File: config.mk
export PLATFORM = sky130hd
export DESIGN_NAME = sbce_queue
export DESIGN_NICKNAME = d
export VERILOG_FILES = /design/src/rtl/core/sbce_pkg.sv /design/src/rtl/core/sbce_queue.sv
export SDC_FILE = /design/constraint.sdc
export NUM_CORES = 1
export LEC_CHECK = 0
export BUFFER_PORTS_ARGS = -buffer_cell sky130_fd_sc_hd__buf_4
export CORE_MARGIN = 10
export CORE_UTILIZATION = 45
export CTS_BUF_LIST = sky130_fd_sc_hd__clkbuf_4 sky130_fd_sc_hd__clkbuf_8
export CTS_CLUSTER_SIZE = 14
export DETAILED_ROUTE_END_ITERATION = 10
export PLACE_DENSITY_LB_ADDON = 0.08
export SYNTH_ARGS = -nofsm -noshare
export SYNTH_HDL_FRONTEND = slang
export SYNTH_SLANG_ARGS = --single-unit
File: constraint.sdc
create_clock -name i_clk -period 6.05 [get_ports i_clk]
set_clock_uncertainty 0.1 [all_clocks]
set_input_delay 0.9075 -clock i_clk [delete_from_list [all_inputs] [get_ports i_clk]]
set_output_delay 0.9075 -clock i_clk [all_outputs]
set_load 0.01 [all_outputs]
File: src/rtl/core/sbce_pkg.sv
`timescale 1ns / 1ps
// ----------------------------------------------------------------------------
// sbce_pkg
// Shared types and constants of the sixteen-bit execute core: opcodes,
// instruction classes, status codes, the decoded instruction and the result.
// ----------------------------------------------------------------------------
package sbce_pkg;

    localparam logic [15:0] HALT_WORD   = 16'hFFFF;
    localparam logic [15:0] STACK_LOW   = 16'h8100;
    localparam logic [15:0] STACK_HIGH  = 16'h8200;
    localparam logic [15:0] SP_STEP     = 16'h0002;
    localparam int          STACK_WORDS = 256;
    localparam int          QDEPTH      = 2;

    // opcodes, bits 15-12
    localparam logic [3:0] OP_SYS = 4'h0;
    localparam logic [3:0] OP_MOV = 4'h1;
    localparam logic [3:0] OP_STR = 4'h2;
    localparam logic [3:0] OP_LDR = 4'h3;
    localparam logic [3:0] OP_ADD = 4'h4;
    localparam logic [3:0] OP_SUB = 4'h5;
    localparam logic [3:0] OP_MUL = 4'h6;
    localparam logic [3:0] OP_AND = 4'h7;
    localparam logic [3:0] OP_ORR = 4'h8;
    localparam logic [3:0] OP_NOT = 4'h9;
    localparam logic [3:0] OP_XOR = 4'hA;
    localparam logic [3:0] OP_SHR = 4'hB;
    localparam logic [3:0] OP_SHL = 4'hC;
    localparam logic [3:0] OP_ROR = 4'hD;
    localparam logic [3:0] OP_ROL = 4'hE;
    localparam logic [3:0] OP_EXT = 4'hF;

    // sub-op, bits 1-0, of the system opcode
    localparam logic [1:0] SUB_NONE = 2'd0;
    localparam logic [1:0] SUB_PUSH = 2'd1;
    localparam logic [1:0] SUB_POP  = 2'd2;
    localparam logic [1:0] SUB_CMP  = 2'd3;

    // jump conditions
    localparam logic [1:0] JC_ALWAYS = 2'd0;
    localparam logic [1:0] JC_EQ     = 2'd1;
    localparam logic [1:0] JC_LT     = 2'd2;
    localparam logic [1:0] JC_GT     = 2'd3;

    typedef enum logic [3:0] {
        C_NOP,
        C_HALT,
        C_UNIMP,
        C_ILLEGAL,
        C_JUMP,
        C_PUSH,
        C_POP,
        C_CMP,
        C_MOV,
        C_STR,
        C_LDR,
        C_ALU
    } t_class;

    typedef enum logic [2:0] {
        ST_OK      = 3'd0,
        ST_HALT    = 3'd1,
        ST_UNIMP   = 3'd2,
        ST_ILLEGAL = 3'd3,
        ST_STACK   = 3'd4,
        ST_DATA    = 3'd5
    } t_status;

    typedef struct packed {
        logic z;
        logic n;
        logic c;
        logic v;
    } t_flags;

    typedef struct packed {
        t_class      cls;
        logic [3:0]  op;
        logic        imm;
        logic [2:0]  rd;
        logic [2:0]  rm;
        logic [2:0]  rn;
        logic [1:0]  sub;
        logic [15:0] imm8;
        logic [15:0] off;
    } t_dec;

    typedef struct packed {
        t_status     status;
        logic        taken;
        logic [15:0] pc;
        t_flags      flags;
        logic        wr;
        logic [2:0]  idx;
        logic [15:0] val;
        logic [15:0] sp;
    } t_result;

endpackage

File: src/rtl/core/sbce_queue.sv
`timescale 1ns / 1ps
// ----------------------------------------------------------------------------
// sbce_queue
// Short queue of decoded instructions between the front and the back.
// ----------------------------------------------------------------------------
module sbce_queue (
    input  logic            i_clk,
    input  logic            i_rst_n,
    input  logic            i_push,
    input  sbce_pkg::t_dec  i_dec,
    input  logic            i_pop,
    output sbce_pkg::t_dec  o_dec,
    output logic            o_empty,
    output logic            o_full
);

    localparam int PW = (sbce_pkg::QDEPTH > 1) ? $clog2(sbce_pkg::QDEPTH) : 1;
    localparam int CNW = $clog2(sbce_pkg::QDEPTH + 1);

    sbce_pkg::t_dec r_mem [sbce_pkg::QDEPTH];
    logic [PW-1:0]  r_wr_ptr, n_wr_ptr;
    logic [PW-1:0]  r_rd_ptr, n_rd_ptr;
    logic [CNW-1:0] r_count, n_count;

    assign o_empty = (r_count == '0);
    assign o_full  = (r_count == CNW'(sbce_pkg::QDEPTH));
    assign o_dec   = r_mem[r_rd_ptr];

    always_comb begin
        n_wr_ptr = r_wr_ptr;
        n_rd_ptr = r_rd_ptr;
        n_count  = r_count;
        if (i_push) begin
            n_wr_ptr = (r_wr_ptr == PW'(sbce_pkg::QDEPTH - 1)) ? '0 : r_wr_ptr + 1'b1;
        end
        if (i_pop) begin
            n_rd_ptr = (r_rd_ptr == PW'(sbce_pkg::QDEPTH - 1)) ? '0 : r_rd_ptr + 1'b1;
        end
        if (i_push && !i_pop) begin
            n_count = r_count + 1'b1;
        end else if (i_pop && !i_push) begin
            n_count = r_count - 1'b1;
        end
    end

    always_ff @(posedge i_clk) begin
        if (!i_rst_n) begin
            r_wr_ptr <= '0;
            r_rd_ptr <= '0;
            r_count  <= '0;
        end else begin
            r_wr_ptr <= n_wr_ptr;
            r_rd_ptr <= n_rd_ptr;
            r_count  <= n_count;
        end
    end

    always_ff @(posedge i_clk) begin
        if (i_push) begin
            r_mem[r_wr_ptr] <= i_dec;
        end
    end

endmodule

==> flow_summary.html <==
<table>
<tr><th>Metric</th><th>Value</th></tr>
<tr><th colspan="2">Synth</th></tr>
<tr><td>Async set-or-reset flop fraction in the synthesized netlist</td><td>0%</td></tr>
<tr><td>Post-synthesis share of cell area spent on full adders, half adders and majority gates</td><td>0.3152%</td></tr>
<tr><td>Number of warnings printed during yosys synthesis</td><td>0</td></tr>
<tr><td>Most instantiated flip-flop cell in the synthesis netlist</td><td>edfxtp_1</td></tr>
<tr><td>Simple logic cell fraction of the synthesized area</td><td>1.418%</td></tr>
<tr><td>Synthesized area per cell</td><td>21.58 um2</td></tr>
<tr><td>Library cell with the highest instance count after synthesis</td><td>edfxtp_1</td></tr>
<tr><td>Netlist area before placement</td><td>0.003970 mm2</td></tr>
<tr><td>FF+latch count, synth</td><td>109</td></tr>
<tr><td>XOR/XNOR Fraction of Synth Area</td><td>0.6618%</td></tr>
<tr><td>Number of unique standard cell types used by synthesis</td><td>17</td></tr>
<tr><td>Ranking of synthesized cells by area</td><td>edfxtp_1 79%, mux2_2 15%, dfxtp_1 2.5%</td></tr>
<tr><td>Area share of the largest cell type after synthesis</td><td>78.66%</td></tr>
<tr><td>Largest area contributor in the synthesized netlist</td><td>edfxtp_1</td></tr>
<tr><td>Post-synth EDFFs</td><td>104</td></tr>
<tr><td>Cell count after synthesis</td><td>184</td></tr>
<tr><td>Post-synth net total</td><td>241</td></tr>
<tr><td>Post-synth top cells</td><td>104 x edfxtp_1, 52 x mux2_2, 5 x buf_4, 5 x dfxtp_1, 4 x and2_1</td></tr>
<tr><td>Multiplexer share of the synthesized area</td><td>14.75%</td></tr>
<tr><td>Sequential area share after synthesis</td><td>81.18%</td></tr>
<tr><td>Largest family of logic cells by synthesized area</td><td>multiplexers</td></tr>
<tr><td>Post-synthesis compound-gate area fraction</td><td>0.5043%</td></tr>
<tr><th colspan="2">Clock network</th></tr>
<tr><td>Post-cts repair resize count</td><td>0</td></tr>
<tr><td>Number of hold-repair buffers added at the cts stage</td><td>0</td></tr>
<tr><td>Maximum clock path buffer count</td><td>2</td></tr>
<tr><td>Clock transition time at the flip-flop clock pins of the worst setup and hold paths</td><td>90 ps</td></tr>
<tr><td>Max H-tree Level</td><td>3</td></tr>
<tr><td>Num Clock Sinks</td><td>109</td></tr>
<tr><td>Insertion delay of the later-clocked pin in the worst-skew pair</td><td>350 ps</td></tr>
<tr><td>Clock tree from TritonCTS</td><td>done</td></tr>
<tr><td>CTS root buffer</td><td>clkbuf_8</td></tr>
<tr><td>Buffers inserted during post-CTS setup optimization</td><td>0</td></tr>
<tr><td>Num CTS Buffers</td><td>9</td></tr>
<tr><th colspan="2">Floorplan</th></tr>
<tr><td>Overall die height</td><td>113.9 um</td></tr>
<tr><td>Area of the die</td><td>0.01298 mm2</td></tr>
<tr><td>Die extent in x</td><td>113.9 um</td></tr>
<tr><td>Starting density of the core</td><td>45.97%</td></tr>
<tr><td>Placeable core region</td><td>0.008636 mm2</td></tr>
<tr><td>Count of pins on the block boundary</td><td>110</td></tr>
<tr><td>Standard-cell rows</td><td>34</td></tr>
<tr><th colspan="2">Flow run</th></tr>
<tr><td>Maximum Capacitance Violations</td><td>0</td></tr>
<tr><th colspan="2">STA</th></tr>
<tr><td>Final setup violation count</td><td>0</td></tr>
<tr><td>Relative slew margins</td><td>56.48%</td></tr>
<tr><td>Fmax</td><td>324.6 MHz</td></tr>
<tr><td>Unrepaired setup endpoints after global routing</td><td>no</td></tr>
<tr><td>Least-Margin Pin Slew</td><td>652.7 ps</td></tr>
<tr><td>Total Neg Setup Slack</td><td>0 ps</td></tr>
<tr><td>Number of hold-slack violations in the final timing report</td><td>0</td></tr>
<tr><td>Clock period minus final worst setup slack</td><td>3081 ps</td></tr>
<tr><td>Pins Over Slew Limit</td><td>0</td></tr>
<tr><td>Share of the clock period used by the worst path after layout</td><td>50.92%</td></tr>
<tr><td>Final Hold Slack</td><td>400.7 ps</td></tr>
<tr><th colspan="2">GRT</th></tr>
<tr><td>Number of global-route vias before repair</td><td>2,223</td></tr>
<tr><td>Overall fraction of global-route tracks in use</td><td>11.89%</td></tr>
<tr><td>Wire length of the first global-routing pass</td><td>12.00 mm</td></tr>
<tr><td>Maximum number of pins on one net before global-route repair</td><td>49</td></tr>
<tr><td>Number of antenna violations at the first check in global routing</td><td>0</td></tr>
<tr><td>Total overflow reported by the global router</td><td>0</td></tr>
<tr><th colspan="2">Placement</th></tr>
<tr><td>Final RePlAce weighted congestion</td><td>0.6987</td></tr>
<tr><td>PortBufs</td><td>109</td></tr>
<tr><td>HPWL reported at the end of detailed placement</td><td>5.390 mm</td></tr>
<tr><td>Placed Instances</td><td>398</td></tr>
<tr><th colspan="2">Critical path</th></tr>
<tr><td>Launching element type of the critical path</td><td>flop</td></tr>
<tr><td>Worst endpoint data arrival time</td><td>2070 ps</td></tr>
<tr><td>Setup crit end kind</td><td>output pin</td></tr>
<tr><td>Critical Path RT</td><td>5040 ps</td></tr>
<tr><td>Start-to-end type of the worst setup path</td><td>flop to output pin</td></tr>
<tr><td>Critical path fanouts, max</td><td>30</td></tr>
<tr><th colspan="2">Cells and area</th></tr>
<tr><td>Area grow syn2layout</td><td>28.21%</td></tr>
<tr><td>Fill count</td><td>688</td></tr>
<tr><td>Final Instance Count excl. Fillers</td><td>414</td></tr>
<tr><td>Number of nets in the finished design</td><td>358</td></tr>
<tr><td>Antenna diode instance count</td><td>0</td></tr>
<tr><td>Layout cells sized above 1</td><td>60.13%</td></tr>
<tr><th colspan="2">Routing</th></tr>
<tr><td>Detailed Routing Iterations Pass 1</td><td>4</td></tr>
<tr><td>Mean number of vias per cell</td><td>4.879</td></tr>
<tr><td>Detailed-route via count</td><td>2,020</td></tr>
<tr><td>Detailed Route Iter0 Violations</td><td>68</td></tr>
<tr><td>Residual DRC</td><td>0</td></tr>
<tr><td>Antenna Nets Post-Route</td><td>0</td></tr>
<tr><td>Routed length per instance</td><td>18.69 um</td></tr>
<tr><td>Routed wire length</td><td>7.739 mm</td></tr>
<tr><th colspan="2">Power</th></tr>
<tr><td>Power density normalized to cell area</td><td>290.3 mW/mm2</td></tr>
<tr><td>Leakage Power</td><td>1.910 nW</td></tr>
<tr><td>Tot Pwr</td><td>1.477 mW</td></tr>
<tr><td>Maximum resistive drop on vdd</td><td>0.1218 mV</td></tr>
<tr><th colspan="2">Min path</th></tr>
<tr><td>Hold Crit Class</td><td>flop to flop</td></tr>
<tr><th colspan="2">Outcome</th></tr>
<tr><td>Status</td><td>finished, final reports clean</td></tr>
</table>
==> report_power, final <==
group | internal [mW] | total (mW) | leakage (nW) | switching, mW
clock network | 0.158 | 0.394 | 0.0948 | 0.236
logic | 0.111 | 0.198 | 0.797 | 0.0867
registers | 0.870 | 0.885 | 1.02 | 0.0155
total | 1.14 | 1.48 | 1.91 | 0.338
==> path summary, 6_finish.rpt <==
check                       to  depth (start not counted)        from  slack (ps)
setup / recovery     o_dec[23]                          3        flop        2970
hold reg to reg     r_count[1]                          2  r_count[1]         400
hold / removal      r_count[1]                          2  r_count[1]         400
setup reg to reg  r_mem[1][28]                          2    r_wr_ptr        4230
==> state kept, by name, indices dropped and copies added (netlist names), named ones only <==
name and flops:
r_count 2, r_rd_ptr 1, r_wr_ptr 1, r_mem 104
==> per-layer routing <==
layer | global-route usage, % | routed length [um] | vias up
met2 | 19.51 | 3943 | 68
met5 | 0 | 0 | -
met1 | 13.65 | 3149 | 998
li1 | - | - | 946
met4 | 4.261 | 68 | 0
met3 | 4.934 | 579 | 8
==> cell usage in the layout, fill, tap and decap left out, types with 2 or more instances in the layout <==
cell	count
and2_1	3
buf_4	112
clkbuf_8	9
clkinv_2	2
dfxtp_1	4
edfxtp_1	104
inv_6	3
mux2_2	52
xor2_1	2
==> critical path, stage by stage, from the launching register on <==
cell	delay (ps)
dfxtp_2	680
buf_4	480
mux2_2	400
buf_4	150
==> logic make-up after synthesis <==
family | after synthesis
and+or+nand+nor | 9
DFF | 109
xor gates and xnor gates | 3
AOI/OAI and AO/OA | 3
buffers and inverters | 7
muxes | 52
adders and majority gates | 1
==> metrics by stage <==
stage,setup slack (ps),cell area [um2],util [%]
2_1_floorplan,2241,3970,-
3_3_place_gp,3288,4913,56.90
3_5_place_dp,3298,4913,56.90
4_1_cts,2887,5090,58.94
5_1_grt,2816,5090,58.94
6_report,2969,5090,58.94
==> layout make-up <==
type / instances / area [um2] / area share (%)
Clock buffer: 10 / 131.4 / 2.581
Clock inverter: 6 / 45.04 / 0.8850
Inverter: 1 / 3.754 / 0.07375
Multi-Input combinational cell: 68 / 709.4 / 13.94
Sequential cell: 109 / 3224 / 63.35
Tap cell: 108 / 135.1 / 2.655
Timing Repair Buffer: 112 / 840.8 / 16.52
(Power assumes the default switching activity.)
