`src/rtl/core/sbce_pkg.sv`:
```
`timescale 1ns / 1ps
// ----------------------------------------------------------------------------
// sbce_pkg
// Shared types and constants of the sixteen-bit execute core: opcodes,
// instruction classes, status codes, the decoded instruction and the result.
// ----------------------------------------------------------------------------
package sbce_pkg;

    localparam logic [15:0] HALT_WORD   = 16'hFFFF;
    localparam logic [15:0] STACK_LOW   = 16'h8100;
    localparam logic [15:0] STACK_HIGH  = 16'h8200;
    localparam logic [15:0] SP_STEP     = 16'h0002;
    localparam int          STACK_WORDS = 256;
    localparam int          QDEPTH      = 2;

    // opcodes, bits 15-12
    localparam logic [3:0] OP_SYS = 4'h0;
    localparam logic [3:0] OP_MOV = 4'h1;
    localparam logic [3:0] OP_STR = 4'h2;
    localparam logic [3:0] OP_LDR = 4'h3;
    localparam logic [3:0] OP_ADD = 4'h4;
    localparam logic [3:0] OP_SUB = 4'h5;
    localparam logic [3:0] OP_MUL = 4'h6;
    localparam logic [3:0] OP_AND = 4'h7;
    localparam logic [3:0] OP_ORR = 4'h8;
    localparam logic [3:0] OP_NOT = 4'h9;
    localparam logic [3:0] OP_XOR = 4'hA;
    localparam logic [3:0] OP_SHR = 4'hB;
    localparam logic [3:0] OP_SHL = 4'hC;
    localparam logic [3:0] OP_ROR = 4'hD;
    localparam logic [3:0] OP_ROL = 4'hE;
    localparam logic [3:0] OP_EXT = 4'hF;

    // sub-op, bits 1-0, of the system opcode
    localparam logic [1:0] SUB_NONE = 2'd0;
    localparam logic [1:0] SUB_PUSH = 2'd1;
    localparam logic [1:0] SUB_POP  = 2'd2;
    localparam logic [1:0] SUB_CMP  = 2'd3;

    // jump conditions
    localparam logic [1:0] JC_ALWAYS = 2'd0;
    localparam logic [1:0] JC_EQ     = 2'd1;
    localparam logic [1:0] JC_LT     = 2'd2;
    localparam logic [1:0] JC_GT     = 2'd3;

    typedef enum logic [3:0] {
        C_NOP,
        C_HALT,
        C_UNIMP,
        C_ILLEGAL,
        C_JUMP,
        C_PUSH,
        C_POP,
        C_CMP,
        C_MOV,
        C_STR,
        C_LDR,
        C_ALU
    } t_class;

    typedef enum logic [2:0] {
        ST_OK      = 3'd0,
        ST_HALT    = 3'd1,
        ST_UNIMP   = 3'd2,
        ST_ILLEGAL = 3'd3,
        ST_STACK   = 3'd4,
        ST_DATA    = 3'd5
    } t_status;

    typedef struct packed {
        logic z;
        logic n;
        logic c;
        logic v;
    } t_flags;

    typedef struct packed {
        t_class      cls;
        logic [3:0]  op;
        logic        imm;
        logic [2:0]  rd;
        logic [2:0]  rm;
        logic [2:0]  rn;
        logic [1:0]  sub;
        logic [15:0] imm8;
        logic [15:0] off;
    } t_dec;

    typedef struct packed {
        t_status     status;
        logic        taken;
        logic [15:0] pc;
        t_flags      flags;
        logic        wr;
        logic [2:0]  idx;
        logic [15:0] val;
        logic [15:0] sp;
    } t_result;

endpackage

```
`src/rtl/core/sbce_front.sv`:
```
`timescale 1ns / 1ps
// ----------------------------------------------------------------------------
// sbce_front
// Accepts instruction words and classifies them into decoded entries for
// the instruction queue.
// ----------------------------------------------------------------------------
module sbce_front (
    input  logic                 i_in_valid,
    input  logic [15:0]          i_instruction_word,
    input  logic                 i_q_full,
    input  logic                 i_clearing,
    output logic                 o_in_stall,
    output logic                 o_push,
    output sbce_pkg::t_dec       o_dec
);

    logic [15:0] w;
    logic [3:0]  op;

    assign w  = i_instruction_word;
    assign op = w[15:12];

    assign o_in_stall = i_q_full || i_clearing;
    assign o_push     = i_in_valid && !o_in_stall;

    always_comb begin
        o_dec.op   = op;
        o_dec.imm  = w[11];
        o_dec.rd   = w[10:8];
        o_dec.rm   = w[7:5];
        o_dec.rn   = w[4:2];
        o_dec.sub  = w[1:0];
        o_dec.imm8 = {8'h00, w[7:0]};
        o_dec.off  = {{7{w[10]}}, w[10:2]};
        if (w == sbce_pkg::HALT_WORD) begin
            o_dec.cls = sbce_pkg::C_HALT;
        end else begin
            case (op)
                sbce_pkg::OP_SYS: begin
                    if (w[11]) begin
                        o_dec.cls = sbce_pkg::C_JUMP;
                    end else begin
                        case (w[1:0])
                            sbce_pkg::SUB_PUSH: o_dec.cls = sbce_pkg::C_PUSH;
                            sbce_pkg::SUB_POP:  o_dec.cls = sbce_pkg::C_POP;
                            sbce_pkg::SUB_CMP:  o_dec.cls = sbce_pkg::C_CMP;
                            default: begin
                                o_dec.cls = (w == 16'h0000) ? sbce_pkg::C_NOP
                                                            : sbce_pkg::C_ILLEGAL;
                            end
                        endcase
                    end
                end
                sbce_pkg::OP_MOV: o_dec.cls = sbce_pkg::C_MOV;
                sbce_pkg::OP_STR: o_dec.cls = sbce_pkg::C_STR;
                sbce_pkg::OP_LDR: o_dec.cls = sbce_pkg::C_LDR;
                sbce_pkg::OP_EXT: o_dec.cls = sbce_pkg::C_UNIMP;
                default:          o_dec.cls = sbce_pkg::C_ALU;
            endcase
        end
    end

endmodule

```
`config.mk`:
```
export PLATFORM = sky130hd
export DESIGN_NAME = sbce_front
export DESIGN_NICKNAME = d
export VERILOG_FILES = /design/src/rtl/core/sbce_pkg.sv /design/src/rtl/core/sbce_front.sv
export SDC_FILE = /design/constraint.sdc
export NUM_CORES = 1
export LEC_CHECK = 0
export BUFFER_PORTS_ARGS = -buffer_cell sky130_fd_sc_hd__buf_4
export CAP_MARGIN = 15
export CORE_AREA = 2 2 42 44
export DETAILED_ROUTE_END_ITERATION = 12
export DIE_AREA = 0 0 44 46
export PLACE_DENSITY_LB_ADDON = 0.08
export SLEW_MARGIN = 20
export SYNTH_ARGS = -nofsm -noshare
export SYNTH_HDL_FRONTEND = slang
export SYNTH_SLANG_ARGS = --single-unit
```
`constraint.sdc`:
```
create_clock -name vclk -period 1.25
set_input_delay 0.0625 -clock vclk [all_inputs]
set_output_delay 0.0625 -clock vclk [all_outputs]
set_load 0.03 [all_outputs]
```
==> impl_metrics.env, run 1 <==
export IMPL_vias=520
export IMPL_min_period_ns=1.18
export IMPL_rows=15
export IMPL_track_usage_pct=10.9
export IMPL_fin_area_um2=721
export IMPL_via_per_inst=4.33
export IMPL_setup_violations=0
export IMPL_routedWlPerCell_um=10.2
export IMPL_slew_violations=0
export IMPL_nets=124
export IMPL_worstSetupStartpoint="i_instruction_word[7]"
export IMPL_setup_worst_path_class="input port to output pin"
export IMPL_hold_viol=0
export IMPL_place_area_um2=721
export IMPL_antenna_found_initial=0
export IMPL_grt_pass1_wl_mm=1.76
export IMPL_cts_resized_gates=0
export IMPL_nFillCells=173
export IMPL_yosysTopAreaCellShare_pct=67.9
export IMPL_overflow=0
export IMPL_synth_warnings=0
export IMPL_post_route_period_util_pct=94.5
export IMPL_seq_cell_count=0
export IMPL_n_antenna_cell=0
export IMPL_drtIter0Drc=5
export IMPL_start_util_pct=32.9
export IMPL_crit_fanout=5
export IMPL_start_kind="input port"
export IMPL_powerDensity_nw_per_um2=576
export IMPL_hold_path_class="input port to output pin"
export IMPL_final_setup_tns_ns=0
export IMPL_cap_violations=0
export IMPL_io_pins=73
export IMPL_yosysSeqAreaShare_pct=0
export IMPL_post_cts_buffers=0
export IMPL_grt_pass1_vias=435
export IMPL_synth_area_um2=531
export IMPL_detail_route_antenna_nets=0
export IMPL_yosysTopAreaCell="buf_4"
export IMPL_vdd_drop_max_mv=0.231
export IMPL_routed_wirelength_mm=1.22
export IMPL_leakage_nw=0.394
export IMPL_core_um2=1610
export IMPL_die_h_um=46
export IMPL_synthTopCellsByArea="buf_4 68%, nand4_1 3.5%, nor2_1 3.5%"
export IMPL_gp_congestion=0.763
export IMPL_area_growth_pct=35.8
export IMPL_postSynthCellCount=77
export IMPL_seq_area_um2=0
export IMPL_dieArea_um2=2020
export IMPL_avgSynthCellArea_um2=6.89
export IMPL_status="finished, final reports clean"
export IMPL_rsz0062_at_grt="false"
export IMPL_cp_data_required_time_ns=1.19
export IMPL_firstDrtPassIters=4
export IMPL_critPathCaptureType="output pin"
export IMPL_cp_arrival_ns=1.12
export IMPL_synth_cell_types=18
export IMPL_drc=0
export IMPL_fp_dieW_um=44
export IMPL_hold_buffers=0
export IMPL_grt_max_degree=12
export IMPL_portBuffers=65
export IMPL_final_layout_size_suffix_gt1_share_pct=68.0
export IMPL_setup_worst_path_end="o_dec[48]"
export IMPL_nClkBuffers=0
export IMPL_fmaxAchievable_ghz=0.846
export IMPL_hpwl_mm=1.09
-- synth_stat cells, drive strengths merged --
master  number
a32oi        1
nand4        3
and4         1
nor4         2
o31a         1
o21ai        1
nand2        2
inv          2
or3          2
a21oi        1
or2          1
buf         48
o31ai        2
nor3         2
o21a         1
a211oi       1
conb         1
nor2         5
-- layout by cell type, fill, tap and decap left out, drive strengths merged, types with 2 or more instances in the layout --
| master | n |
|---|---|
| buf | 67 |
| inv | 2 |
| nor4 | 2 |
| or3 | 2 |
| o31ai | 2 |
| conb | 8 |
| nor2 | 5 |
| nor3 | 2 |
| nand2 | 2 |
| nand4 | 3 |
-- report_power, final --
part / leakage [nW] / internal, mW / switching [mW]
Clock: 0 / 0 / 0
Sequential: 0 / 0 / 0
Combinational: 0.394 / 0.150 / 0.266
Total: 0.394 / 0.150 / 0.266
-- metal layers --
metal	wire [µm]	vias to the layer above	global-route usage, %	share of wire [%]
li1	-	256	-	-
met1	423	226	12.8	35
met2	654	38	22.6	53
met3	145	0	0.397	12
met4	0	0	0	0
met5	0	-	0	0
-- cells by family after synthesis --
kind of cell,Yosys count,synth area share (%)
buf+inv,50,69.3
simple gates,18,17.9
compound gates,8,12.0
other cells,1,0.707
-- layout make-up --
cell class                 count  area, µm²  area share, %
inverter                       2       7.51           1.04
multi-input combinational     34        189           26.2
tap                           17       21.3           2.95
timing repair buffer          67        503           69.8
-- how the worst min path moves through the flow --
stage / start / endpoint / slack (ns) / cells past startpoint
finish: i_instruction_word[8] / o_dec[6] / 0.37 / 2
global route: i_instruction_word[8] / o_dec[40] / 0.38 / 2
CTS: i_instruction_word[8] / o_dec[6] / 0.37 / 2
detailed placement: i_instruction_word[8] / o_dec[6] / 0.37 / 2
global placement: i_instruction_word[14] / o_dec[46] / 0.37 / 2
floorplan: i_instruction_word[12] / o_dec[48] / 0.24 / 1
-- stage by stage --
step	total power, mW	utilization, %	std cells	hold WS [ns]	setup WS [ns]
detailed placement	0.418	44.7	120	0.371	0.0580
finish	0.415	44.7	120	0.371	0.0681
CTS	0.418	44.7	120	0.372	0.0560
global placement	0.416	44.7	120	0.365	0.0338
global route	0.439	44.7	120	0.381	0.0127
floorplan	0.334	-	84	0.245	0.217
-- critical path: stages --
cell,delay (ns)
buf_4,0.13
nor4_1,0.30
nand2_1,0.11
o31ai_1,0.29
a211oi_2,0.06
buf_4,0.17
Power figures use the tool's default switching activity.
==> run 2, diff against run 1 <==
--- a/config.mk
+++ b/config.mk
@@ -5,11 +5,12 @@
 export SDC_FILE = /design/constraint.sdc
 export NUM_CORES = 1
 export LEC_CHECK = 0
+export ABC_AREA = 1
 export BUFFER_PORTS_ARGS = -buffer_cell sky130_fd_sc_hd__buf_4
 export CAP_MARGIN = 15
-export CORE_AREA = 2 2 42 44
+export CORE_AREA = 2 2 44 46
 export DETAILED_ROUTE_END_ITERATION = 12
-export DIE_AREA = 0 0 44 46
+export DIE_AREA = 0 0 46 48
 export PLACE_DENSITY_LB_ADDON = 0.08
 export SLEW_MARGIN = 20
 export SYNTH_ARGS = -nofsm -noshare
==> run 2 against run 1 <==
Net effect: critical path depth grew 1; cell count rose by 18%; critical endpoint is now o_dec[49]; sequential cell count unchanged; largest cell class unchanged; die area grew 9.1%; sequential share of layout area unchanged; largest power group unchanged; via count increased by 6.5%; combinational power rose by 2%.
==> impl_metrics.env, run 2 <==
export IMPL_status="finished, final reports clean"
export IMPL_grt_pass1_wl_mm=1.56
export IMPL_min_period_ns=0.973
export IMPL_hold_depth=2
export IMPL_internal_power_mw=0.151
export IMPL_sw_frac_of_total_pct=64.4
export IMPL_dp_cells=141
export IMPL_overflow=0
export IMPL_synth_warnings=0
export IMPL_min_from="i_instruction_word[8]"
export IMPL_clkPwrFrac_pct=0
export IMPL_holdPathEnd="o_dec[40]"
export IMPL_cp_data_required_time_ns=1.19
export IMPL_final_layout_size_suffix_gt1_share_pct=58.9
export IMPL_track_usage_pct=8.96
export IMPL_setup_ws_ns=0.277
export IMPL_cp_arrival_ns=0.91
export IMPL_yosysMostFrequentCell="buf_4"
export IMPL_synth_common_cells="48 x buf_4, 16 x nand2_1, 14 x nor2_1"
export IMPL_slew_violations=0
export IMPL_synthTopCellsByArea="buf_4 60%, nand2_1 10%, nor2_1 8.8%"
export IMPL_antenna_found_initial=0
export IMPL_avgSynthCellArea_um2=6.01
export IMPL_combPwrFrac_pct=100.0
export IMPL_nClkBuffers=0
export IMPL_seq_cell_count=0
export IMPL_leakage_nw=0.452
export IMPL_start_util_pct=35.6
export IMPL_hpwl_mm=1.06
export IMPL_synth_area_um2=601
export IMPL_rsz0062_at_grt="false"
export IMPL_hold_buffers=0
export IMPL_mostFrequentLayoutCell="buf_4"
export IMPL_seq_area_um2=0
export IMPL_n_antenna_cell=0
export IMPL_post_route_period_util_pct=77.8
export IMPL_yosysSeqAreaShare_pct=0
export IMPL_grt_max_degree=12
export IMPL_final_cell_mix="65 x buf_4, 16 x nand2_1, 14 x nor2_1"
export IMPL_crit_fanout=5
export IMPL_gp_congestion=0.628
export IMPL_cts_resized_gates=0
export IMPL_hold_viol=0
export IMPL_finish_utilization_pct=45.9
export IMPL_portBuffers=65
export IMPL_rows=15
export IMPL_yosysTopAreaCell="buf_4"
export IMPL_firstDrtPassIters=4
export IMPL_area_growth_pct=29.2
export IMPL_via_per_inst=3.93
export IMPL_vdd_drop_max_mv=0.311
export IMPL_powerDensity_nw_per_um2=546
export IMPL_fp_dieW_um=46
export IMPL_setup_violations=0
export IMPL_p_sw_mw=0.273
export IMPL_nets=145
export IMPL_vias=554
export IMPL_detail_route_antenna_nets=0
export IMPL_dieArea_um2=2210
export IMPL_drc=0
export IMPL_start_kind="input port"
export IMPL_cap_violations=0
export IMPL_setup_worst_path_class="input port to output pin"
export IMPL_seqPwrFrac_pct=0
export IMPL_total_power_mw=0.423
export IMPL_final_setup_tns_ns=0
export IMPL_core_um2=1690
export IMPL_postSynthCellCount=100
export IMPL_fin_cells=141
export IMPL_whs_ns=0.371
export IMPL_routedWlPerCell_um=8.17
export IMPL_io_pins=73
export IMPL_grt_pass1_vias=418
export IMPL_yosysTopAreaCellShare_pct=60.0
export IMPL_post_cts_buffers=0
export IMPL_hold_path_class="input port to output pin"
export IMPL_drtIter0Drc=12
export IMPL_place_area_um2=776
export IMPL_post_place_ws_ns=0.263
export IMPL_fin_area_um2=776
export IMPL_die_h_um=48
export IMPL_routed_wirelength_mm=1.15
export IMPL_synth_cell_types=14
export IMPL_fmaxAchievable_ghz=1.03
export IMPL_critPathCaptureType="output pin"
-- run 2: cell type report --
class | count | area [µm²]
timing repair buffer | 65 | 488
fill | 182 | 913
tap | 17 | 21.3
inverter | 6 | 22.5
multi-input combinational | 53 | 244
-- run 2: logic make-up after synthesis --
group                  after synthesis  synth area share, %
buffers and inverters               54                 63.8
other                                1                0.624
and+or+nand+nor                     40                 31.5
AOI/OAI and AO/OA                    5                 4.17
-- run 2: worst max-delay path by stage --
stage	depth (start not counted)	endpoint	start	slack (ns)
final	7	o_dec[49]	i_instruction_word[15]	0.28
after global routing	8	o_dec[48]	i_instruction_word[15]	0.19
after CTS	7	o_dec[49]	i_instruction_word[15]	0.26
after detailed placement	7	o_dec[49]	i_instruction_word[15]	0.26
after global placement	7	o_dec[49]	i_instruction_word[15]	0.27
after floorplan	5	o_dec[49]	i_instruction_word[15]	0.29
-- run 2: metal layers --
layer | wire length (µm) | vias to the layer above | GRT usage (%) | part of all wire, %
met4 | 0 | 0 | 0 | 0
met3 | 135 | 0 | 0 | 12
li1 | - | 296 | - | -
met1 | 408 | 217 | 11.9 | 35
met5 | 0 | - | 0 | 0
met2 | 608 | 41 | 17.2 | 53
-- run 2: power by group through the flow --
stage	registers, mW	logic (mW)	clock network (mW)
after floorplan	0	0.348	0
after global placement	0	0.423	0
after detailed placement	0	0.426	0
after CTS	0	0.426	0
after global routing	0	0.450	0
final	0	0.423	0
-- run 2: worst max-delay path, stage by stage --
cell     delay [ns]
buf_4          0.13
nor2_4         0.16
nand2_4        0.08
nor2_1         0.11
nand2_1        0.06
a21oi_1        0.13
buf_4          0.18
